===== src/hdl/itp_pkg.sv =====
// ---------------------------------------------------------------------------
// itp_pkg
// Shared codes, channel count and channel command/response types for the
// interval timer port interface.
// ---------------------------------------------------------------------------
`timescale 1ns / 1ps
`default_nettype none

package itp_pkg;

    // Item operation codes
    localparam logic [1:0] OP_READ   = 2'd0;
    localparam logic [1:0] OP_WRITE  = 2'd1;
    localparam logic [1:0] OP_UPDATE = 2'd2;

    // Port select value of the control word port
    localparam logic [1:0] CTRL_PORT = 2'd3;

    // Byte access modes (zero in the access field of a control word latches)
    localparam logic [1:0] AM_LATCH = 2'd0;
    localparam logic [1:0] AM_LOW   = 2'd1;
    localparam logic [1:0] AM_HIGH  = 2'd2;

    // Counting mode that drives the output line from the bus side
    localparam logic [2:0] CM_ZERO = 3'd0;

    localparam int NUM_CH = 3;

    // Command from the decoder to one channel
    typedef struct packed {
        logic        rd_en;
        logic        wr_en;
        logic        latch_en;
        logic        mode_en;
        logic        upd_en;
        logic [7:0]  data;
        logic [15:0] count;
    } t_chan_cmd;

    // Response from one channel
    typedef struct packed {
        logic [7:0]  rd_byte;
        logic        out_line;
        logic        loaded;
        logic [15:0] load_value;
    } t_chan_rsp;

endpackage

`default_nettype wire


===== src/hdl/itp_channel.sv =====
// ---------------------------------------------------------------------------
// itp_channel
// State of one timer channel: reload word, live and latched counts, byte
// flip-flops, modes and the output line. Updates on one command per cycle.
// ---------------------------------------------------------------------------
`timescale 1ns / 1ps
`default_nettype none

module itp_channel (
    input  wire logic              i_clk,
    input  wire logic              i_rst_n,
    input  wire itp_pkg::t_chan_cmd i_cmd,
    output itp_pkg::t_chan_rsp     o_rsp
);

    logic [15:0] r_reload, n_reload;
    logic [15:0] r_live, n_live;
    logic [15:0] r_latched, n_latched;
    logic        r_latch_valid, n_latch_valid;
    logic        r_read_high, n_read_high;
    logic        r_write_high, n_write_high;
    logic [1:0]  r_access, n_access;
    logic [2:0]  r_cmode, n_cmode;
    logic        r_out, n_out;

    logic        rd_high;
    logic        rd_end;
    logic        wr_high;
    logic        wr_final;
    logic [15:0] rd_src;
    logic [15:0] wr_word;
    logic        load;

    // Select the byte for a read and whether it ends a latch
    always_comb begin
        case (r_access)
            itp_pkg::AM_LOW: begin
                rd_high = 1'b0;
                rd_end  = 1'b1;
            end
            itp_pkg::AM_HIGH: begin
                rd_high = 1'b1;
                rd_end  = 1'b1;
            end
            default: begin
                rd_high = r_read_high;
                rd_end  = r_read_high;
            end
        endcase
    end

    // Select the byte for a write and whether it completes the count
    always_comb begin
        case (r_access)
            itp_pkg::AM_LOW: begin
                wr_high  = 1'b0;
                wr_final = 1'b1;
            end
            itp_pkg::AM_HIGH: begin
                wr_high  = 1'b1;
                wr_final = 1'b1;
            end
            default: begin
                wr_high  = r_write_high;
                wr_final = r_write_high;
            end
        endcase
    end

    assign rd_src  = r_latch_valid ? r_latched : r_live;
    assign wr_word = wr_high ? {i_cmd.data, r_reload[7:0]} : {r_reload[15:8], i_cmd.data};
    assign load    = i_cmd.wr_en && wr_final && (r_cmode == itp_pkg::CM_ZERO);

    // Next state for the channel
    always_comb begin
        n_reload      = r_reload;
        n_live        = r_live;
        n_latched     = r_latched;
        n_latch_valid = r_latch_valid;
        n_read_high   = r_read_high;
        n_write_high  = r_write_high;
        n_access      = r_access;
        n_cmode       = r_cmode;
        n_out         = r_out;

        if (i_cmd.rd_en) begin
            if (rd_end) begin
                n_latch_valid = 1'b0;
            end
            if (r_access != itp_pkg::AM_LOW && r_access != itp_pkg::AM_HIGH) begin
                n_read_high = ~r_read_high;
            end
        end

        if (i_cmd.wr_en) begin
            n_reload = wr_word;
            if (r_access != itp_pkg::AM_LOW && r_access != itp_pkg::AM_HIGH) begin
                n_write_high = ~r_write_high;
            end
            if (load) begin
                n_out  = 1'b1;
                n_live = wr_word;
            end
        end

        if (i_cmd.latch_en) begin
            n_latched     = r_live;
            n_latch_valid = 1'b1;
            n_read_high   = 1'b0;
        end

        if (i_cmd.mode_en) begin
            n_access = i_cmd.data[5:4];
            n_cmode  = i_cmd.data[3:1];
            if (i_cmd.data[3:1] == itp_pkg::CM_ZERO) begin
                n_out = 1'b0;
            end
        end

        if (i_cmd.upd_en) begin
            n_live = i_cmd.count;
        end
    end

    // Hold channel state
    always_ff @(posedge i_clk) begin
        if (!i_rst_n) begin
            r_reload      <= '0;
            r_live        <= '0;
            r_latched     <= '0;
            r_latch_valid <= 1'b0;
            r_read_high   <= 1'b0;
            r_write_high  <= 1'b0;
            r_access      <= '0;
            r_cmode       <= '0;
            r_out         <= 1'b0;
        end else begin
            r_reload      <= n_reload;
            r_live        <= n_live;
            r_latched     <= n_latched;
            r_latch_valid <= n_latch_valid;
            r_read_high   <= n_read_high;
            r_write_high  <= n_write_high;
            r_access      <= n_access;
            r_cmode       <= n_cmode;
            r_out         <= n_out;
        end
    end

    // Drive the response for this cycle's command
    always_comb begin
        o_rsp.rd_byte    = '0;
        if (i_cmd.rd_en) begin
            o_rsp.rd_byte = rd_high ? rd_src[15:8] : rd_src[7:0];
        end
        o_rsp.out_line   = n_out;
        o_rsp.loaded     = load;
        o_rsp.load_value = load ? wr_word : 16'd0;
    end

endmodule

`default_nettype wire


===== src/hdl/interval_timer_port_interface.sv =====
// ---------------------------------------------------------------------------
// interval_timer_port_interface
// Bus side of a three-channel interval timer: port reads, port writes,
// control words and count updates from the counting engine.
// ---------------------------------------------------------------------------
// Path: input register, then result register; channel state is updated as
// the item moves between them.
// Throughput: one item per cycle; the result register stalls the input side
// only while a result waits and the next item is ready to move.
// Reset: synchronous, active low; clears all channel state and both valids.
`timescale 1ns / 1ps
`default_nettype none

module interval_timer_port_interface (
    input  wire logic        i_clk,
    input  wire logic        i_rst_n,
    // Input channel
    input  wire logic        i_in_valid,
    output logic             o_in_stall,
    input  wire logic [1:0]  i_op,
    input  wire logic [1:0]  i_port_select,
    input  wire logic [7:0]  i_write_data,
    input  wire logic [15:0] i_count_value,
    // Output channel
    output logic             o_out_valid,
    input  wire logic        i_out_stall,
    output logic [7:0]       o_read_data,
    output logic [2:0]       o_out_pins,
    output logic             o_count_loaded,
    output logic [1:0]       o_loaded_channel,
    output logic [15:0]      o_loaded_value
);

    logic        r_in_valid;
    logic [1:0]  r_op;
    logic [1:0]  r_sel;
    logic [7:0]  r_data;
    logic [15:0] r_count;

    logic        r_out_valid;
    logic [7:0]  r_read_data;
    logic [2:0]  r_out_pins;
    logic        r_loaded;
    logic [1:0]  r_loaded_ch;
    logic [15:0] r_loaded_val;

    logic        out_blocked;
    logic        proc;
    logic        is_ctrl;
    logic [1:0]  ctrl_ch;

    itp_pkg::t_chan_cmd chan_cmd [itp_pkg::NUM_CH];
    itp_pkg::t_chan_rsp chan_rsp [itp_pkg::NUM_CH];

    logic [7:0]  n_read_data;
    logic [2:0]  n_out_pins;
    logic        n_loaded;
    logic [1:0]  n_loaded_ch;
    logic [15:0] n_loaded_val;

    // Handshake: move the held item when the result register can take it
    assign out_blocked = r_out_valid && i_out_stall;
    assign o_in_stall  = r_in_valid && out_blocked;
    assign proc        = r_in_valid && !out_blocked;

    // Capture an item into the input register
    always_ff @(posedge i_clk) begin
        if (!i_rst_n) begin
            r_in_valid <= 1'b0;
        end else if (!o_in_stall) begin
            r_in_valid <= i_in_valid;
        end
    end

    always_ff @(posedge i_clk) begin
        if (!o_in_stall && i_in_valid) begin
            r_op    <= i_op;
            r_sel   <= i_port_select;
            r_data  <= i_write_data;
            r_count <= i_count_value;
        end
    end

    // Decode the item into per-channel commands
    assign is_ctrl = proc && (r_op == itp_pkg::OP_WRITE) && (r_sel == itp_pkg::CTRL_PORT);
    assign ctrl_ch = r_data[7:6];

    for (genvar g = 0; g < itp_pkg::NUM_CH; g++) begin : g_ch
        logic hit;
        logic ctl_hit;

        assign hit     = proc && (r_sel == 2'(g));
        assign ctl_hit = is_ctrl && (ctrl_ch == 2'(g));

        always_comb begin
            chan_cmd[g].rd_en    = hit && (r_op == itp_pkg::OP_READ);
            chan_cmd[g].wr_en    = hit && (r_op == itp_pkg::OP_WRITE);
            chan_cmd[g].upd_en   = hit && (r_op == itp_pkg::OP_UPDATE);
            chan_cmd[g].latch_en = ctl_hit && (r_data[5:4] == itp_pkg::AM_LATCH);
            chan_cmd[g].mode_en  = ctl_hit && (r_data[5:4] != itp_pkg::AM_LATCH);
            chan_cmd[g].data     = r_data;
            chan_cmd[g].count    = r_count;
        end

        itp_channel u_channel (
            .i_clk   (i_clk),
            .i_rst_n (i_rst_n),
            .i_cmd   (chan_cmd[g]),
            .o_rsp   (chan_rsp[g])
        );
    end

    // Merge channel responses into one result
    always_comb begin
        n_read_data  = '0;
        n_loaded     = 1'b0;
        n_loaded_ch  = '0;
        n_loaded_val = '0;
        for (int k = 0; k < itp_pkg::NUM_CH; k++) begin
            n_read_data   = n_read_data | chan_rsp[k].rd_byte;
            n_out_pins[k] = chan_rsp[k].out_line;
            if (chan_rsp[k].loaded) begin
                n_loaded     = 1'b1;
                n_loaded_ch  = 2'(k);
                n_loaded_val = chan_rsp[k].load_value;
            end
        end
    end

    // Hold the result until taken
    always_ff @(posedge i_clk) begin
        if (!i_rst_n) begin
            r_out_valid <= 1'b0;
        end else if (!out_blocked) begin
            r_out_valid <= proc;
        end
    end

    always_ff @(posedge i_clk) begin
        if (proc) begin
            r_read_data  <= n_read_data;
            r_out_pins   <= n_out_pins;
            r_loaded     <= n_loaded;
            r_loaded_ch  <= n_loaded_ch;
            r_loaded_val <= n_loaded_val;
        end
    end

    assign o_out_valid      = r_out_valid;
    assign o_read_data      = r_read_data;
    assign o_out_pins       = r_out_pins;
    assign o_count_loaded   = r_loaded;
    assign o_loaded_channel = r_loaded_ch;
    assign o_loaded_value   = r_loaded_val;

endmodule

`default_nettype wire

===== config.mk =====
export PLATFORM = sky130hd
export DESIGN_NAME = interval_timer_port_interface
export DESIGN_NICKNAME = d
export VERILOG_FILES = /design/src/hdl/itp_pkg.sv /design/src/hdl/itp_channel.sv /design/src/hdl/interval_timer_port_interface.sv
export SDC_FILE = /design/constraint.sdc
export NUM_CORES = 1
export LEC_CHECK = 0
export ABC_CLOCK_PERIOD_IN_PS = 5000
export BUFFER_PORTS_ARGS = -buffer_cell sky130_fd_sc_hd__buf_2
export CAP_MARGIN = 20
export CORE_ASPECT_RATIO = 0.75
export CORE_MARGIN = 1.5
export CORE_UTILIZATION = 55
export DETAILED_ROUTE_END_ITERATION = 12
export HOLD_SLACK_MARGIN = 0.05
export PLACE_DENSITY_LB_ADDON = 0.3
export SETUP_SLACK_MARGIN = 0.5
export SYNTH_ARGS = -nofsm -noshare
export SYNTH_HDL_FRONTEND = slang
export SYNTH_SLANG_ARGS = --single-unit

===== constraint.sdc =====
create_clock -name i_clk -period 5 [get_ports i_clk]
set_input_delay 0.25 -clock i_clk [delete_from_list [all_inputs] [get_ports i_clk]]
set_output_delay 0.25 -clock i_clk [all_outputs]
set_load 0.05 [all_outputs]

**After elaboration in Yosys (flattened, before gate mapping)**

Index checks and enable logic that the tools add are counted.
W data, S select, Z words.

- Bits of input ports: 32
- Memory bits (writable): 0
- Memories kept: 0
- Logic and storage cells: 203
- Bits in read-only memories: 0
- Bits in latches: 0
- Register bits: 231
- Output and inout bits: 32

- Shifts and indexed selects: 0
- $add $sub $neg: 0
- Div/mod/pow operators: 0
- Magnitude comparators: 0
- Reductions and logical operators: 78
- Bitwise operators: 9
- Equality and inequality tests: 19
- Multiply operators: 0
- Mux-type cells: 59

Operator list:

| operator | count |
|---|---|
| $mux W16 | 18 |
| $mux W8 | 6 |
| $logic_and A1 B1 Y1 | 36 |
| $mux W1 | 29 |
| $reduce_bool A2 Y1 | 13 |
| $reduce_and A2 Y1 | 12 |
| $or A8 B8 Y8 | 2 |
| $eq A2 B2 Y1 const B | 7 |
| $reduce_or A2 Y1 | 7 |
| $eq A2 B1 Y1 const B | 6 |
| $logic_not A3 Y1 | 4 |
| $pmux W1 S2 | 6 |
| $logic_not A2 Y1 | 4 |
| $not A1 Y1 | 7 |
| $ne A2 B1 Y1 const B | 3 |
| $ne A2 B2 Y1 const B | 3 |
| $logic_not A1 Y1 | 2 |

**Depth between registers and ports, before layout**

- Word-level depth: 11
- Mapped depth: 8
- Depth with buffers taken out: 6

**Cells and area by module**

A second synthesis with hierarchy kept.

- Cells, all modules: 1019
- Area, all modules: 10847.9 um2

Modules (own cells, without submodules):

| module | times used | cells each | sequential area each (um2) | area an instance (um2) |
|---|---|---|---|---|
| itp_channel | 3 | 286 | 1141.1 | 2796.4 |
| interval_timer_port_interface | 1 | 161 | 1781.7 | 2458.6 |

**Worst setup path after synthesis**

OpenSTA, ideal clock, no wires.

- Kind: reg-to-reg
- Start point: reg r_out_valid (netlist: o_out_valid)
- End point: reg g_ch[0].u_channel.r_read_high
- Arrival time: 2.613 ns
- Path slack: 2.271 ns
- Path buffers: 2
- Cell stages (with the launch flop): 8
- Library setup time: 0.116 ns
- Data required time: 4.884 ns
- Period minus slack after synthesis: 2.729 ns
- Cell sequence: dfxtp_1 -> a21bo_4 -> inv_1 -> buf_4 -> clkbuf_1 -> nand4_1 -> xnor2_1 -> and3_1

- Longest elaborated chain between the ends: 8
- Elaborated cells on any way between the ends: 11
- Those cells by class: reduce/logical (11)

RTL lines:

| item | RTL line | source |
|---|---|---|
| start, declared | interval_timer_port_interface.sv:40 | `logic r_out_valid;` |
| start signal, assigned | interval_timer_port_interface.sv:135 | `r_out_valid <= proc;` |
| $logic_and A1 B1 Y1 * | interval_timer_port_interface.sv:62 | `assign out_blocked = r_out_valid && i_out_stall;` |
| $logic_not A1 Y1 * | n/a |  |
| $logic_and A1 B1 Y1 * | interval_timer_port_interface.sv:64 | `assign proc = r_in_valid && !out_blocked;` |
| via proc | interval_timer_port_interface.sv:48 | `logic proc;` |
| $logic_and A1 B1 Y1 (2 in series) | interval_timer_port_interface.sv:85 | `assign is_ctrl = proc && (r_op == itp_pkg::OP_WRITE) && (r_sel == itp_pkg::CTRL_PORT);` |
| $logic_and A1 B1 Y1 | interval_timer_port_interface.sv:93 | `assign ctl_hit = is_ctrl && (ctrl_ch == 2'(g));` |
| $logic_and A1 B1 Y1 | interval_timer_port_interface.sv:99 | `chan_cmd[g].latch_en = ctl_hit && (r_data[5:4] == itp_pkg::AM_LATCH);` |
| $reduce_or A2 Y1 (no source line) | n/a |  |
| end signal, assigned | itp_channel.sv:142 | `r_read_high <= n_read_high;` |
| end, declared | itp_channel.sv:20 | `logic r_read_high, n_read_high;` |

The timed path passes the listed nets; every way through them passes the cells marked *.
A chain may end at the register's enable or synchronous reset.

**Final worst setup path**

- Start point: reg r_sel[1]
- End point: reg r_loaded_val[12] (netlist: o_loaded_value[12]), data pin

- Longest elaborated chain between the ends: 8
- Elaborated cells on any way between the ends: 18
- Those cells by class: eq/ne (2); mux (3); reduce/logical (13)

RTL lines:

| item | RTL line | source |
|---|---|---|
| start, declared | interval_timer_port_interface.sv:36 | `logic [1:0] r_sel;` |
| start signal, assigned | interval_timer_port_interface.sv:78 | `r_sel <= i_port_select;` |
| $logic_not A2 Y1 | interval_timer_port_interface.sv:92 | `assign hit = proc && (r_sel == 2'(g));` |
| $logic_and A1 B1 Y1 | interval_timer_port_interface.sv:92 |  |
| $logic_and A1 B1 Y1 | interval_timer_port_interface.sv:97 | `chan_cmd[g].wr_en = hit && (r_op == itp_pkg::OP_WRITE);` |
| $logic_and A1 B1 Y1 (2 in series) | itp_channel.sv:72 | `assign load = i_cmd.wr_en && wr_final && (r_cmode == itp_pkg::CM_ZERO);` |
| $mux W16 (2 in series) | interval_timer_port_interface.sv:122 | `if (chan_rsp[k].loaded) begin` |
| $mux W16 * | interval_timer_port_interface.sv:122 |  |
| via n_loaded_val[12] | interval_timer_port_interface.sv:59 | `logic [15:0] n_loaded_val;` |
| end signal, assigned | interval_timer_port_interface.sv:145 | `r_loaded_val <= n_loaded_val;` |
| end, declared | interval_timer_port_interface.sv:45 | `logic [15:0] r_loaded_val;` |

Marked as above.

==> impl_metrics.env <==
export IMPL_vias_per_cell=6.46
export IMPL_synth_warnings=0
export IMPL_yosys_area_top_type="dfxtp_1"
export IMPL_endpoint_kind="flop"
export IMPL_cts_setup_buffers=0
export IMPL_yosysMostFrequentCell="dfxtp_1"
export IMPL_max_freq_ghz=0.322
export IMPL_antenna_found_initial=0
export IMPL_synthDistinctLibCells=63
export IMPL_powerDensity_mw_per_mm2=316
export IMPL_path_clk_slew_ns=0.06
export IMPL_tns_ns=0
export IMPL_worstPathMaxFanout=26
export IMPL_combPwrFrac_pct=6.1
export IMPL_synth_main_ff_cell="dfxtp_1"
export IMPL_worstPathRequired_ns=5.38
export IMPL_setup_violations=0
export IMPL_ant_nets=0
export IMPL_fin_cells=1344
export IMPL_routed_wl_um=31600
export IMPL_p_clk_share_pct=42.8
export IMPL_switchingPower_w=0.000925
export IMPL_drt_pass1_iter_count=5
export IMPL_yosys_top_cells_count="173 x dfxtp_1, 93 x a21boi_0, 89 x nand3_1"
export IMPL_die_h_um=125
export IMPL_synth_top_area_share_pct=31.6
export IMPL_leakage_nw=4.65
export IMPL_min_period_ns=3.11
export IMPL_rsz0062_at_grt="false"
export IMPL_cts_buffers=23
export IMPL_dp_cells=1270
export IMPL_period_share_pct=62.2
export IMPL_outcome="finished, final reports clean"
export IMPL_die_area_mm2=0.0208
export IMPL_fin_skew_ns=0.0181
export IMPL_critical_path_class="flop to flop"
export IMPL_ios=64
export IMPL_syn2layout_area_growth_pct=12.4
export IMPL_irDropWorstVdd_mv=0.274
export IMPL_relSlewSlack_pct=24.4
export IMPL_grt_pass1_vias=8166
export IMPL_cp_start_kind="flop"
export IMPL_internal_power_w=0.00297
export IMPL_syn_mean_instance_area_um2=10.6
export IMPL_ctsLongestPathBuffers=3
export IMPL_grt_first_pass_wirelength_um=48400
export IMPL_hp_class="input pin to flop"
export IMPL_hold_violations=0
export IMPL_drive_gt1_share_pct=18.2
export IMPL_sequentialPowerShare_pct=51.1
export IMPL_nNetsFinal=1108
export IMPL_clock_sinks=231
export IMPL_netlist_instances=1034
export IMPL_drt_initial_drc_count=1047
export IMPL_initial_core_util_pct=56.4
export IMPL_swShare_pct=23.8
export IMPL_synthTopCellsByArea="dfxtp_1 32%, edfxtp_1 16%, a21boi_0 6.4%, mux2i_1 5.2%, mux4_2 4.9%"
export IMPL_vias=8679
export IMPL_cts_tree="built"
export IMPL_grt_max_degree=89
export IMPL_synth_edf_count=58
export IMPL_slew_viol_final=0
export IMPL_hpwl_um=21300
export IMPL_routedWlPerCell_um=23.5
export IMPL_htree_num_levels=1
export IMPL_grt_usage_pct=30.1
export IMPL_place_gp_congestion=0.964
export IMPL_fillerInstances=1555
export IMPL_syn_nets=1069
export IMPL_maxCapViolations=0
export IMPL_synth_area_mm2=0.0110
export IMPL_synthArstFlopShare_pct=0
export IMPL_drc=0
export IMPL_clock_latency_ns=0.52
export IMPL_root_buffer="clkbuf_16"
export IMPL_arrival_ns=3.49
export IMPL_rows=44
export IMPL_synth_seq_area_share_pct=47.5
export IMPL_synth_seq_cells=231
export IMPL_cts_hold_buf=30
export IMPL_fp_dieW_um=166
export IMPL_cts_resized=0
export IMPL_io_buffers=63
export IMPL_worst_slew_pin_slew_ns=1.13
export IMPL_coreArea_mm2=0.0194
export IMPL_grt_overflow_total=0
power groups by stage:
| stage | clock network (W) | logic (W) | registers [W] |
|---|---|---|---|
| 5_1_grt | 0.00176 | 0.000250 | 0.00199 |
| 4_1_cts | 0.00167 | 0.000233 | 0.00198 |
| 3_3_place_gp | 0 | 0.000212 | 0.00202 |
| 2_1_floorplan | 0 | 0.000136 | 0.00203 |
| 6_report | 0.00166 | 0.000239 | 0.00199 |
| 3_5_place_dp | 0 | 0.000215 | 0.00203 |
sequential cells by signal (all words and copies together) (netlist names):
name                          cells
g_ch.u_channel.r_access           6
g_ch.u_channel.r_cmode            9
g_ch.u_channel.r_latch_valid      3
g_ch.u_channel.r_latched         48
g_ch.u_channel.r_live            48
g_ch.u_channel.r_out              3
g_ch.u_channel.r_read_high        3
g_ch.u_channel.r_reload          48
g_ch.u_channel.r_write_high       3
o_count_loaded                    1
o_loaded_channel                  2
o_loaded_value                   16
o_out_pins                        3
o_out_valid                       1
o_read_data                       8
r_count                          16
r_data                            8
r_in_valid                        1
r_op                              2
r_sel                             2
cells in the final DEF, fill, tap and decap left out, drive strengths merged, types with 4 or more instances in the layout:
cell type    instances
o211a               11
nand4               11
and2                 8
dlygate4sd3         30
nand3               91
a221o                6
o21ai               81
nand2               41
clkinv               4
mux2                34
nor2b               35
mux2i               60
nor4                14
dfxtp              173
and3                 8
o2bb2ai             16
nor3                33
clkbuf              37
or2                  4
a21boi             105
or3                  7
edfxtp              58
xnor2                6
mux4                24
nor2                18
a32oi               16
buf                 80
nor3b                8
nand2b               4
o31a                16
a211o               10
inv                 18
path summary, 6_finish.rpt:
kind                                                    start                         endpoint  slack, ns  cells past startpoint
worst max-delay path                                 r_sel[1]               o_loaded_value[12]       1.89                      5
worst min-delay path                                  i_rst_n  g_ch[2].u_channel.r_latched[15]       0.31                      2
worst max register to register                       r_sel[1]               o_loaded_value[12]       1.89                      5
worst min register to register  g_ch[2].u_channel.r_reload[0]    g_ch[2].u_channel.r_reload[0]       0.46                      2
cell families (layout without fill, tap and decap cells):
family / after synthesis / in the layout / synth area share [%]
AND/OR/NAND/NOR: 288 / 288 / 14.8
XOR/XNOR: 6 / 6 / 0.479
AO/OA/AOI/OAI: 275 / 275 / 18.3
flip-flops: 231 / 231 / 47.5
buffers and inverters: 113 / 169 / 4.55
adder cells (fa/ha/maj): 3 / 3 / 0.342
other: 0 / 1 / 0
multiplexers: 118 / 118 / 14.1
per-stage QoR:
| stage | power (W) | worst slack, ns | cell area [µm²] | utilization (%) | hold slack (ns) |
|---|---|---|---|---|---|
| global placement | 0.00224 | 1.93 | 11300 | 58.0 | 0.426 |
| detailed placement | 0.00224 | 1.78 | 11300 | 58.1 | 0.428 |
| global route | 0.00400 | 1.78 | 12300 | 63.4 | 0.336 |
| CTS | 0.00389 | 1.75 | 12300 | 63.3 | 0.296 |
| floorplan | 0.00216 | 2.27 | 11000 | - | 0.349 |
| finish | 0.00389 | 1.89 | 12300 | 63.4 | 0.314 |
critical path, stage by stage, from the launching register on:
cell and delay (ns):
edfxtp_1 1.00, inv_2 0.41, nor3_4 0.26, buf_4 0.29, and2_1 0.70, a221o_1 0.28
final cells by class:
| cell class | instances | area (µm²) | share of cell area [%] |
|---|---|---|---|
| diodes | 1 | 2.50 | 0.0203 |
| clock buffers | 37 | 688 | 5.59 |
| clock inverters | 5 | 27.5 | 0.223 |
| inverters | 17 | 63.8 | 0.518 |
| multi-input cells | 690 | 5260 | 42.7 |
| flip-flops and latches | 231 | 5200 | 42.2 |
| well taps | 253 | 317 | 2.57 |
| repair buffers | 110 | 753 | 6.11 |
layer usage:
layer	vias to the layer above	track usage [%]	wire length [µm]
met5	-	0.915	0
met4	0	6.31	569
met3	40	7.98	3460
met2	431	45.3	14000
met1	4259	43.6	13600
li1	3949	-	-
Power figures use the tool's default switching activity.
